==> src/design/rrr_sqrt.sv <==
`default_nettype none
module rrr_sqrt #(
  parameter int RW = 15,
  parameter int SW = 8
) (
  input  wire logic            clk,
  input  wire logic            rst_n,
  input  wire logic            in_valid,
  input  wire logic [2*RW-1:0] in_x,
  input  wire logic [SW-1:0]   in_side,
  output logic                 out_valid,
  output logic [RW-1:0]        out_root,
  output logic [SW-1:0]        out_side
);

  localparam int XW = 2 * RW;
  localparam int MW = RW + 2;

  logic [RW:1]     v_r;
  logic [XW-1:0]   x_r    [1:RW];
  logic [MW-1:0]   rem_r  [1:RW];
  logic [RW-1:0]   root_r [1:RW];
  logic [SW-1:0]   side_r [1:RW];
  logic            vq_r;
  logic [RW-1:0]   q_r;
  logic [SW-1:0]   sq_r;

  // one root bit per stage, restoring
  for (genvar i = 0; i < RW; i++) begin : g_stage
    logic          v_in;
    logic [XW-1:0] x_in;
    logic [MW-1:0] rem_in;
    logic [RW-1:0] root_in;
    logic [SW-1:0] side_in;
    logic [MW-1:0] rem_sh;
    logic [MW-1:0] trial;
    if (i == 0) begin : g_head
      assign v_in = in_valid;
      assign x_in = in_x;
      assign rem_in = '0;
      assign root_in = '0;
      assign side_in = in_side;
    end else begin : g_body
      assign v_in = v_r[i];
      assign x_in = x_r[i];
      assign rem_in = rem_r[i];
      assign root_in = root_r[i];
      assign side_in = side_r[i];
    end
    assign rem_sh = {rem_in[MW-3:0], x_in[XW-1 -: 2]};
    assign trial = {root_in, 2'b01};
    always_ff @(posedge clk) begin
      if (!rst_n) begin
        v_r[i+1] <= 1'b0;
      end else begin
        v_r[i+1] <= v_in;
      end
      x_r[i+1] <= x_in << 2;
      side_r[i+1] <= side_in;
      if (rem_sh >= trial) begin
        rem_r[i+1] <= rem_sh - trial;
        root_r[i+1] <= {root_in[RW-2:0], 1'b1};
      end else begin
        rem_r[i+1] <= rem_sh;
        root_r[i+1] <= {root_in[RW-2:0], 1'b0};
      end
    end
  end

  // round to nearest
  always_ff @(posedge clk) begin
    if (!rst_n) begin
      vq_r <= 1'b0;
    end else begin
      vq_r <= v_r[RW];
    end
    q_r <= root_r[RW] + RW'(rem_r[RW] > MW'(root_r[RW]));
    sq_r <= side_r[RW];
  end

  assign out_valid = vq_r;
  assign out_root = q_r;
  assign out_side = sq_r;

endmodule
`default_nettype wire

==> config.mk <==
export PLATFORM = sky130hd
export DESIGN_NAME = rrr_sqrt
export DESIGN_NICKNAME = d
export VERILOG_FILES = /design/src/design/rrr_sqrt.sv
export SDC_FILE = /design/constraint.sdc
export NUM_CORES = 1
export LEC_CHECK = 0
export ABC_AREA = 1
export BUFFER_PORTS_ARGS = -buffer_cell sky130_fd_sc_hd__buf_2
export CAP_MARGIN = 20
export CORE_ASPECT_RATIO = 0.9
export CORE_UTILIZATION = 62
export CTS_BUF_LIST = sky130_fd_sc_hd__clkbuf_4 sky130_fd_sc_hd__clkbuf_8 sky130_fd_sc_hd__clkbuf_16
export CTS_CLUSTER_SIZE = 28
export DETAILED_ROUTE_END_ITERATION = 8
export PLACE_DENSITY = 0.9
export SLEW_MARGIN = 30
export SYNTH_ARGS = -nofsm -noshare
export SYNTH_HDL_FRONTEND = slang
export SYNTH_SLANG_ARGS = --single-unit
==> constraint.sdc <==
create_clock -name clk -period 3.5 [get_ports clk]
set_input_delay 0.35 -clock clk [delete_from_list [all_inputs] [get_ports clk]]
set_output_delay 0.35 -clock clk [all_outputs]
set_load 0.02 [all_outputs]
* After elaboration in Yosys (flattened, before gate mapping)
Memory sizes are Yosys's and may differ from the RTL's. A register that Yosys moved wholly into a read port is not among the register bits.
Cells that the tools add are included.
** Storage, ports and cells
- Memory bits (writable) :: 1020
- Logic and storage cells :: 158
- Output and inout bits :: 24
- Memories kept :: 4
- Bits of input ports :: 41
- Register bits after elaboration :: 31
** Memory list
- x_r :: words 15, bits a word 28, read ports 14, clocked after Yosys merged registers in 0, write ports 15, RTL line 20 : logic [XW-1:0] x_r [1:RW];
- rem_r :: words 15, bits a word 17, read ports 15, clocked after Yosys merged registers in 0, write ports 15, RTL line 21 : logic [MW-1:0] rem_r [1:RW];
- root_r :: words 15, bits a word 15, read ports 15, clocked after Yosys merged registers in 0, write ports 15, RTL line 22 : logic [RW-1:0] root_r [1:RW];
- side_r :: words 15, bits a word 8, read ports 15, clocked after Yosys merged registers in 1, write ports 15, RTL line 23 : logic [SW-1:0] side_r [1:RW];
** Cells by class
- Add/sub/neg operators :: 16
- Bitwise operators :: 30
- Magnitude comparators :: 16
- Mux-type cells :: 75
** Operators by type and width (number)
- $mux 17 :: 15
- $ge 17x17->1 :: 14
- $sub 17x17->17 :: 14
- $mux 15 :: 15
- $mux 1 :: 45
- $or 1x1->1 :: 30
- $gt 17x15->1 :: 1
- $add 15x1->15 :: 1
- $sub 2x1->3 const B :: 1
- $ge 2x1->1 const B :: 1

* Logic depth before layout (Yosys ltp)
An unclocked memory read counts as a cell.
- Depth after elaboration :: 5
- Gate-level depth with buffers :: 20
- Mapped depth without buffers :: 20

* Worst setup path before layout
No wires, ideal clock.
- Kind :: register -> register
- From :: register, netlist name root_r[7][27]
- To :: register q_r[14] (netlist: out_root[14])
- Path buffers :: 0
- Data required time :: 3.381 ns
- Data arrival time :: 2.369 ns
- Cell stages (with the launch flop) :: 17
- Setup slack :: 1.012 ns
- Library setup time :: 0.119 ns
- Clock period less this slack :: 2.488 ns
- Cell sequence :: dfxtp_1 inv_1 ha_1 nand4_1 nor3_1 nand4_1 nand3_1 nand2_1 inv_1 ha_1 ha_1 nand3_1 nor2_1 nand3_1 nor2_1 nand3_1 xor2_1
** RTL lines
- end signal, assigned :: RTL line 77 : q_r <= root_r[RW] + RW'(rem_r[RW] > MW'(root_r[RW]));
- end, declared :: RTL line 25 : logic [RW-1:0] q_r;

==> results.py <==
metrics = {
    "status": {
        "status": "complete, no violations",
    },
    "sta": {
        "fmax_mhz": 352,
        "clock_skew_ps": 26.8,
        "final_hold_viol_count": 0,
        "relSlewSlack_pct": 61.1,
        "setup_violations": 0,
        "finalSetupTns_ps": 0,
        "rsz0062_at_grt": "no",
        "finalCritPeriodShare_pct": 81.2,
        "hold_slack_ps": 101,
        "layout_setup_ws_ps": 659,
        "period_minus_slack_ps": 2840,
        "maxSlewViolCount": 0,
        "worst_pin_slew_ps": 579,
    },
    "die": {
        "core_um2": 43000,
        "fp.dieW_um": 222,
        "die_area_um2": 44300,
        "ioPinCount": 65,
        "start_util_pct": 62.8,
        "row_count": 72,
        "die_y_um": 200,
    },
    "clock_network": {
        "cts_sinks": 701,
        "cts_buffers": 68,
        "root_buffer": "clkbuf_16",
        "cts_max_path_buffers": 3,
        "h-tree-depth": 3,
        "cts_setup_buffers": 0,
        "clkLatencyLatePin_ps": 590,
        "ctsHoldBuffers": 40,
        "cts_tree": "built",
        "clk_pin_slew_ps": 60,
        "post_cts_resized": 0,
    },
    "yosys": {
        "synth_area_per_cell_um2": 8.10,
        "ys_seq_area_share_pct": 52.0,
        "synth-seq-cells": 701,
        "synth_cell_type_count": 46,
        "synth-edff-count": 0,
        "yosysWarnings": 0,
        "netlist_area_um2": 27000,
        "synthesis.instances": 3331,
        "synthFlopType": "dfxtp_1",
        "syn_nets": 3525,
        "async_flop_share_pct": 0,
    },
    "finish": {
        "fill_cells": 3192,
        "n_antenna_cell": 0,
        "postLayoutCoreUtil_pct": 71.1,
        "layout_commonest_cell": "nand2_1",
        "final_cell_count_no_fill": 4086,
        "multi_input_area_um2": 10600,
        "fin_nets": 3675,
        "regArea_um2": 14000,
        "area_delta_synth_final_pct": 13.2,
        "final_cell_mix": "nand2_1 (997), dfxtp_1 (701), inv_1 (565)",
        "drive_gt1_share_pct": 7.11,
    },
    "drt": {
        "vias": 20700,
        "routed_wl_um": 55200,
        "first_pass_iters": 6,
        "via_per_inst": 5.06,
        "remaining_drc_errors": 0,
        "ant_nets": 0,
        "drtIter0Drc": 1596,
        "wl_per_cell_um": 13.5,
    },
    "worst_setup_path": {
        "crit_fanout": 4,
        "crit_type": "flop to flop",
        "critical_path_required_ps": 3960,
        "cp-end-kind": "flop",
        "startpoint_type": "flop",
        "cp.arrival_ps": 3300,
    },
    "global_routing": {
        "antenna_found_initial": 0,
        "grt_max_degree": 20,
        "grt.total_usage_pct": 24.8,
        "grt_pass1_wl_um": 89700,
        "grt_pass1_vias": 19400,
        "grt_remaining_overflow": 0,
    },
    "placement": {
        "place_ws_ps": 592,
        "dp.cells": 3926,
        "portBuffers": 64,
        "hpwl_um": 39200,
        "place_congestion": 0.923,
    },
    "power": {
        "power.leakage_nw": 16.7,
        "power-per-cell-area_nw_per_um2": 812,
        "vdd_drop_max_mv": 0.594,
    },
    "hold_path": {
        "hp-class": "input port to flop",
    },
    "run": {
        "max_cap_violations": 0,
    },
}
==> cells by family after synthesis <==
| group | share of synthesized area [%] |
|---|---|
| compound gates | 3.29 |
| xor+xnor | 3.15 |
| fa+ha+maj | 7.10 |
| buf+inv | 8.77 |
| flops | 52.0 |
| other cells | 0.0139 |
| simple gates | 25.7 |
==> synth_stat cells, types with 2 or more instances <==
master | number | share of area (%)
nand3_1 | 254 | 4.7
o21ai_1 | 7 | 0.13
o21bai_1 | 6 | 0.17
or2_2 | 6 | 0.14
nand2_2 | 16 | 0.37
nor2_4 | 3 | 0.13
nand4_1 | 49 | 1.1
xnor2_1 | 20 | 0.65
nor3_4 | 2 | 0.12
dfxtp_1 | 701 | 52
o21a_1 | 5 | 0.14
a21oi_1 | 89 | 1.7
nand3b_1 | 20 | 0.56
o21ai_0 | 49 | 0.91
nor2_2 | 15 | 0.35
inv_1 | 565 | 7.9
and2_1 | 6 | 0.14
nor3_2 | 3 | 0.11
nor3_1 | 37 | 0.69
nand2_1 | 997 | 14
nand2_4 | 6 | 0.25
xor2_1 | 77 | 2.5
inv_2 | 4 | 0.056
buf_4 | 6 | 0.17
o21ai_2 | 2 | 0.065
nor3b_1 | 3 | 0.083
buf_2 | 9 | 0.17
and3_1 | 4 | 0.093
ha_1 | 153 | 7.1
or2_0 | 2 | 0.046
nand3_2 | 2 | 0.074
clkbuf_1 | 2 | 0.028
a21o_1 | 3 | 0.083
nor2_1 | 187 | 2.6
buf_6 | 10 | 0.42
==> stage by stage <==
stage                     power, W  cell area, um2
final                       0.0248           30500
after floorplan             0.0155           27000
after global routing        0.0263           30500
after global placement      0.0170           27800
after CTS                   0.0248           30500
after detailed placement    0.0172           27800
==> path summary, 6_finish.rpt <==
path,from,end,slack [ps],cells after the start
setup reg to reg,root_r[7][27],out_root[14],660,16
hold reg to reg,x_r[1][24],x_r[1][54],310,0
setup / recovery,root_r[7][27],out_root[14],660,16
hold / removal,rst_n,g_stage[5].v_in,100,3
==> critical path, cell delays in order (launching register included) <==
cell and delay (ps):
dfxtp_1 380, inv_1 60, ha_1 310, nand4_1 140, nor3_1 230, nand4_1 110, nand3_1 100, nand2_1 50
inv_1 50, ha_1 160, ha_1 180, nand3_1 130, nor2_1 230, nand3_1 160, nor2_1 190, nand3_1 110
xor2_1 150
==> routing by layer <==
layer | up-vias | share of wire [%] | global-route usage [%]
met5 | - | 0 | 0
met4 | 0 | 3.0 | 9.21
met3 | 121 | 6.2 | 4.51
met1 | 9287 | 46 | 32.5
met2 | 707 | 45 | 41.1
li1 | 10600 | - | -
==> report_power, final <==
part	total, W	switching [W]	internal [W]	leakage [nW]
Clock	0.00746	0.00299	0.00448	1.16
Combinational	0.00695	0.00450	0.00245	9.67
Sequential	0.0104	0.000960	0.00944	5.88
Total	0.0248	0.00844	0.0164	16.7
==> cell type report <==
class | instances | area share, %
clock inverter | 28 | 1.04
sequential | 701 | 46.0
timing repair buffer | 108 | 2.46
multi-input combinational | 2033 | 34.6
clock buffer | 92 | 6.65
inverter | 569 | 6.99
tap | 555 | 2.27
==> flip-flops by register name, indices dropped and copies added (netlist names) <==
name / flops
g_stage.v_in: 14
side_r: 120
out_root: 15
v_r: 1
out_valid: 1
out_side: 8
x_r: 210
root_r: 120
rem_r: 212
Note: power is estimated with default switching activity, not from simulation.
