<file path="config.mk">
export PLATFORM = sky130hd
export DESIGN_NAME = rrr_back
export DESIGN_NICKNAME = d
export VERILOG_FILES = /design/src/design/rrr_pkg.sv /design/src/design/rrr_back.sv
export SDC_FILE = /design/constraint.sdc
export NUM_CORES = 2
export LEC_CHECK = 0
export BUFFER_PORTS_ARGS = -buffer_cell sky130_fd_sc_hd__buf_4
export CORE_UTILIZATION = 55
export CTS_BUF_LIST = sky130_fd_sc_hd__clkbuf_4 sky130_fd_sc_hd__clkbuf_8
export CTS_CLUSTER_DIAMETER = 150
export DETAILED_ROUTE_END_ITERATION = 12
export GPL_TIMING_DRIVEN = 0
export PLACE_DENSITY = 0.79
export SYNTH_ARGS = -nofsm -noshare
export SYNTH_HDL_FRONTEND = slang
export SYNTH_SLANG_ARGS = --single-unit
export TNS_END_PERCENT = 10
</file>
<file path="constraint.sdc">
create_clock -name clk -period 18.6 [get_ports clk]
set_input_delay 1.86 -clock clk [delete_from_list [all_inputs] [get_ports clk]]
set_output_delay 1.86 -clock clk [all_outputs]
set_load 0.05 [all_outputs]
</file>
<file path="src/design/rrr_pkg.sv">
`default_nettype none
package rrr_pkg;

  localparam int FIELD_W = 16;
  localparam int COMP_FRAC_BITS_DEF = 14;
  localparam int INDEX_FRAC_BITS_DEF = 12;

  typedef struct packed {
    logic signed [FIELD_W-1:0] dir_x;
    logic signed [FIELD_W-1:0] dir_y;
    logic signed [FIELD_W-1:0] dir_z;
    logic signed [FIELD_W-1:0] norm_x;
    logic signed [FIELD_W-1:0] norm_y;
    logic signed [FIELD_W-1:0] norm_z;
    logic [FIELD_W-1:0]        index_ratio;
  } in_t;

  typedef struct packed {
    logic signed [FIELD_W-1:0] refr_x;
    logic signed [FIELD_W-1:0] refr_y;
    logic signed [FIELD_W-1:0] refr_z;
    logic signed [FIELD_W-1:0] refl_x;
    logic signed [FIELD_W-1:0] refl_y;
    logic signed [FIELD_W-1:0] refl_z;
    logic                      total_reflection;
  } out_t;

  // clamp to [-2^f, 2^f], keep the low field bits
  function automatic logic [FIELD_W-1:0] sat_out(input logic signed [63:0] v,
                                                 input int f);
    logic signed [63:0] lim;
    logic signed [63:0] r;
    lim = 64'sd1 <<< f;
    r = v;
    if (r > lim) r = lim;
    if (r < -lim) r = -lim;
    return r[FIELD_W-1:0];
  endfunction

endpackage
`default_nettype wire

</file>
<file path="src/design/rrr_back.sv">
`default_nettype none
module rrr_back import rrr_pkg::*; #(
  parameter int COMP_FRAC_BITS = COMP_FRAC_BITS_DEF,
  parameter int INDEX_FRAC_BITS = INDEX_FRAC_BITS_DEF,
  localparam int F = COMP_FRAC_BITS,
  localparam int G = INDEX_FRAC_BITS,
  localparam int AW = 34 - G,
  localparam int KPW = 52 - G - F,
  localparam int RW = F + 1
) (
  input  wire logic                    clk,
  input  wire logic                    rst_n,
  input  wire logic                    b_valid,
  input  wire logic [RW-1:0]           b_q,
  input  wire logic [2:0][FIELD_W-1:0] b_nv,
  input  wire logic [2:0][AW-1:0]      b_a,
  input  wire logic [KPW-1:0]          b_kp,
  input  wire logic [2:0][FIELD_W-1:0] b_refl,
  input  wire logic                    b_tir,
  output logic                         out_valid,
  output out_t                         out_data
);

  localparam int KW = ((KPW > RW + 1) ? KPW : RW + 1) + 1;
  localparam int KNW = KW + FIELD_W;
  localparam int KNW1 = KNW + 1;

  logic [2:0] v_r;
  logic signed [KW-1:0] k1_r;
  logic [2:0][FIELD_W-1:0] nv1_r, refl1_r, refl2_r;
  logic [2:0][AW-1:0] a1_r, a2_r;
  logic tir1_r, tir2_r;
  logic signed [KNW-1:0] kn2_r [3];
  out_t out_r;

  logic signed [KNW1-1:0] b_t [3];
  logic [FIELD_W-1:0] refr_w [3];

  always_comb begin
    for (int i = 0; i < 3; i++) begin
      b_t[i] = (KNW1'(kn2_r[i]) + (KNW1'(1) <<< (F - 1))) >>> F;
      refr_w[i] = tir2_r ? '0 :
                  sat_out(64'($signed(a2_r[i])) - 64'(b_t[i]), F);
    end
  end

  always_ff @(posedge clk) begin
    if (!rst_n) begin
      v_r <= '0;
    end else begin
      v_r <= {v_r[1:0], b_valid};
    end
    k1_r <= KW'($signed(b_kp)) + KW'($signed({1'b0, b_q}));
    nv1_r <= b_nv;
    a1_r <= b_a;
    refl1_r <= b_refl;
    tir1_r <= b_tir;
    for (int i = 0; i < 3; i++) begin
      kn2_r[i] <= KNW'(k1_r) * KNW'($signed(nv1_r[i]));
    end
    a2_r <= a1_r;
    refl2_r <= refl1_r;
    tir2_r <= tir1_r;
    out_r.refr_x <= refr_w[0];
    out_r.refr_y <= refr_w[1];
    out_r.refr_z <= refr_w[2];
    out_r.refl_x <= refl2_r[0];
    out_r.refl_y <= refl2_r[1];
    out_r.refl_z <= refl2_r[2];
    out_r.total_reflection <= tir2_r;
  end

  assign out_valid = v_r[2];
  assign out_data = out_r;

endmodule
`default_nettype wire

</file>
# ---- Word level (Yosys, flattened, before mapping)
# Memory sizes are Yosys's and may differ from the RTL's.
# Index checks and enable logic that the tools add are counted.
dict set report totals {
  regBits 405
  ramBits 129
  input_bits 207
  output_inout_bits 98
  mem_count 1
}
dict set report classes {
  add_sub_neg 7
  multipliers 3
  magnitude_cmp 6
  mux 6
  reduce_logical 3
}
# name depth word_bits rd rd_clocked_by_memory_dff write_ports line
set memory_table {}
lappend memory_table {kn2_r 3 43 3 0 3 rrr_back.sv:33} ;# logic signed [KNW-1:0] kn2_r [3];
# op n
set op_table {}
lappend op_table {{< comparator 64 x 15 -> 1 bit, second input constant} 3}
lappend op_table {{two-way mux 64 bit} 3}
lappend op_table {{adder 43 x 15 -> 44 bit, second input constant} 3}
lappend op_table {{multiplier 27 x 16 -> 43 bit} 3}
lappend op_table {{greater-than comparator 31 x 16 -> 1 bit, second input constant} 3}
lappend op_table {{subtractor 22 x 30 -> 31 bit} 3}
lappend op_table {{two-way mux 16 bit} 3}
lappend op_table {{adder 26 x 16 -> 27 bit} 1}
lappend op_table {{OR reduction 2 bit} 3}

# ---- Depth between registers and ports, before layout
dict set report depth {
  depth_word 6
  depth_mapped 26
  mapped_depth_nobuf 24
}

# ---- Least setup slack after synthesis
# OpenSTA, ideal clock, no wires.
dict set report synth_path {
  kind {reg2reg}
  from {register k1_r[12]}
  to {memory kn2_r[0][85] in the netlist's numbering}
  arrival_time_ns 6.608
  t_required_ns 18.528
  setup_slack_ns 11.920
  path_stages_with_launch 26
  synth_period_minus_slack_ns 6.680
  cell_sequence {dfxtp_1 > clkbuf_1 > clkbuf_1 > nand2_1 > fa_1 > inv_1 > fa_1 > inv_1 > fa_1 > inv_1 > fa_1 > inv_1 > fa_1 > inv_1 > fa_1 > ha_1 > a211oi_1 > nand2_1 > a211oi_1 > a21oi_1 > a41o_1 > a32o_1 > a211o_1 > a31o_2 > o41ai_1 > xnor2_1}
}
# item line
set synth_lines {}
lappend synth_lines {{start, declared} rrr_back.sv:29} ;# logic signed [KW-1:0] k1_r;
lappend synth_lines {{start signal, assigned} rrr_back.sv:53} ;# k1_r <= KW'($signed(b_kp)) + KW'($signed({1'b0, b_q}));
lappend synth_lines {{end, declared} rrr_back.sv:33}

==> impl_results.md <==
- CTS tree: done
- RSZ-0062 raised after global routing: no
- Worst Path Arrival: 9.58 ns
- Gr ovfl total: 0
- Clock sinks: ~500
- DP Wirelength: 148.1 mm
- Final worst path period share: 0.4792
- Initial antenna violation count: 26
- Clk Latency, worst-skew pair: 0.80 ns
- First-pass GRT wire length: 281.2 mm
- Syn Inst Count: between 6000 and 7000
- Hold buffer count at CTS: 0
- H-tree depth: 3
- Initial Util: 0.5549
- Tightest Pin Transition: 1.474 ns
- Largest net degree at the start of global routing: 16
- MaxCap Viol Count: 0
- Max_slew headroom: 0.01718
- Count leader, synth: inv_1
- Crit path max fanout: 10
- Met2 Use GR: 0.5175
- List of most frequent post-synthesis cells: inv_1, fa_1, nand2_1, dfxtp_1, and2_1
- Fraction of layout cells with a size suffix above 1: 0.07412
- Fin crit period: 8.913 ns
- Area fraction of the dominant cell type after synthesis: 0.4000
- Max Fclk: 112.2 MHz
- Yosys warning count: 0
- Syn-to-layout area delta: 9.925%
- Distinct cells, synth: just over 90
- Initial drt markers: 4041
- DRT Wirelength: 180.6 mm
- Yosys reg bits: 495
- Wire per inst: 20.84 um
- Post-CTS Resized: 0
- Largest area contributor in the netlist: fa_1
- CP startpoint kind: flop
- Grt peak-use layer: met2
- Hold Fails Final Rpt: 0
- Flop-to-flop setup slack: between 9 and 10 ns
- Post-synthesis sequential area ratio: 0.1585
- Die area: 0.1150 mm2
- Setup TNS: 0 ns
- Die Span X: 339.1 um
- Status: complete, no violations
- Hold Path Depth: 0
- CP Class: reg -> reg
- Final nets: 8952
- Met1 Use GR: 0.3980
- Post-Syn Area: ~0.063 mm2
- Synth area leaders: fa_1, dfxtp_1, inv_1, ha_1, nand2_1
- DRC Markers: 0
- Tot GR Track Use: 0.3204
- R2r startpoint: k1_r[23]$_DFF_P_
- Global Route met3 Usage: 0.08501
- Number of I/O port buffers: just over 300
- Asr flop ratio synth: 0
- Number of global-route vias before repair: 50700
- Final Setup Violations: 0
- Routability Congestion: ~1
- Number of synthesized flops with an enable pin: 0
- Worst-path clk slew: 0.07 ns
- Critical Path End Type: flop
- Die H: approximately 340 um
- # Post-CTS Setup Buffers: 0
- CP Data Required Time: a little under 20 ns
- R2R cell count: 22
- Top Ports: 305
- Root buf cell: clkbuf_8
- Row cnt: 123
- Clk buf depth: 3
- Primary FF master, synth: dfxtp_1
- Antenna-violating nets left: 0
- Vias: 48240
- Clock skew: 0.03176 ns
- Core Area: ~0.11 mm2
- Syn nets: 8561
- Vias per cell: 5.566
- First-pass iteration count of the detailed router: 6
- TritonCTS Buffers: 85
- Syn_area_per_cell: 9.339 um2
- Class of the worst hold path: reg -> reg
- Pins Over Slew Limit: 0
- Launch point of the worst hold path: a1_r[59]$_DFF_P_
- Min-Delay Endpoint: a2_r[59]$_DFF_P_
- FF-to-FF End: kn2_r[0][126]$_DFF_P_
==> sequential cells by signal (all words and copies together) (netlist names) <==
name      cells
out_data     97
kn2_r        90
a1_r         66
a2_r         66
nv1_r        48
refl1_r      48
refl2_r      48
k1_r         27
v_r           3
tir1_r        1
tir2_r        1
==> layout make-up <==
cell class | instances | area (um2)
inverters | 1387 | 5206
multi-input cells | 4505 | 46180
diodes | 16 | 40.04
fillers | 9520 | 43930
clock buffers | 122 | 1560
clock inverters | 31 | 442.9
plain buffers | 307 | 1225
flip-flops and latches | 495 | 9910
well taps | 1500 | 1877
repair buffers | 304 | 2282
==> kinds of logic (layout without fill, tap and decap cells) <==
| group | Yosys count | in the layout | synth area share |
|---|---|---|---|
| compound gates | 600 | 600 | 0.06721 |
| buf+inv | 1694 | 2151 | 0.1028 |
| fa+ha+maj | 1660 | 1660 | 0.4822 |
| flops | 495 | 495 | 0.1585 |
| simple gates | 1974 | 1974 | 0.1511 |
| xor+xnor | 264 | 264 | 0.03699 |
| other cells | 0 | 16 | 0 |
| mux | 7 | 7 | 0.001121 |
==> layout by cell type (no fill, tap or decap), types with 10 or more instances in the layout <==
| master | instances |
|---|---|
| o21ai_0 | 97 |
| xnor2_1 | 150 |
| o21bai_1 | 23 |
| xor2_1 | 114 |
| diode_2 | 16 |
| a21o_1 | 68 |
| and4_1 | 14 |
| and2_1 | 435 |
| a31oi_1 | 20 |
| dfxtp_1 | 495 |
| nand3_1 | 79 |
| o21a_1 | 37 |
| a211oi_1 | 54 |
| and3_1 | 54 |
| nand2_1 | 946 |
| a21boi_0 | 10 |
| buf_4 | 304 |
| a211oi_2 | 14 |
| buf_2 | 13 |
| nor4_1 | 10 |
| inv_1 | 1384 |
| clkbuf_8 | 103 |
| clkbuf_1 | 279 |
| nor2_1 | 212 |
| nand4_1 | 44 |
| ha_1 | 411 |
| nor3_1 | 38 |
| o211ai_1 | 22 |
| nand2b_1 | 54 |
| fa_1 | 1249 |
| nor2b_1 | 27 |
| a21oi_1 | 131 |
| clkbuf_4 | 19 |
==> worst max-delay path by stage <==
stage	from	end	slack [ns]	cells after the start
finish	k1_r[23]$_DFF_P_	kn2_r[0][126]$_DFF_P_	9.69	22
global route	k1_r[23]$_DFF_P_	kn2_r[0][126]$_DFF_P_	9.40	22
CTS	k1_r[23]$_DFF_P_	kn2_r[0][126]$_DFF_P_	9.88	22
detailed placement	k1_r[23]$_DFF_P_	kn2_r[0][126]$_DFF_P_	9.92	22
global placement	k1_r[23]$_DFF_P_	kn2_r[0][127]$_DFF_P_	10.13	22
floorplan	k1_r[12]$_DFF_P_	kn2_r[0][85]$_DFF_P_	11.92	25
==> routing by layer <==
metal / wire length [um] / share of wire
met5: 126 / 0.00070
met4: 10380 / 0.057
met3: 19860 / 0.11
met2: 83050 / 0.46
met1: 67200 / 0.37
==> critical path, cell delays in order (launching register included) <==
cell	delay [ns]
dfxtp_1	0.34
clkbuf_1	1.01
clkbuf_1	1.06
nand2_1	0.19
fa_1	0.57
inv_1	0.06
fa_1	0.53
inv_1	0.05
fa_1	0.50
fa_1	0.55
inv_1	0.05
fa_1	0.47
inv_1	0.05
fa_1	0.53
inv_1	0.05
ha_1	0.32
nand2_1	0.08
o21ai_0	0.27
inv_1	0.10
a2111oi_0	0.95
o31ai_1	0.41
o21a_1	0.30
o311ai_0	0.34
==> per-stage QoR <==
stage	instances	setup WS (ns)	hold slack, ns	cell area, um2	utilization
after floorplan	6694	11.92	0.3096	62520	-
after global placement	8498	10.13	0.3096	66670	0.5919
after detailed placement	8498	9.922	0.3121	66680	0.5919
after CTS	8651	9.883	0.3077	68680	0.6097
after global routing	8658	9.399	0.3120	68700	0.6098
final	8667	9.687	0.3216	68720	0.6100
Power is not shown: default switching activity piles up to over one toggle a cycle in this logic, so the estimate is an artifact.
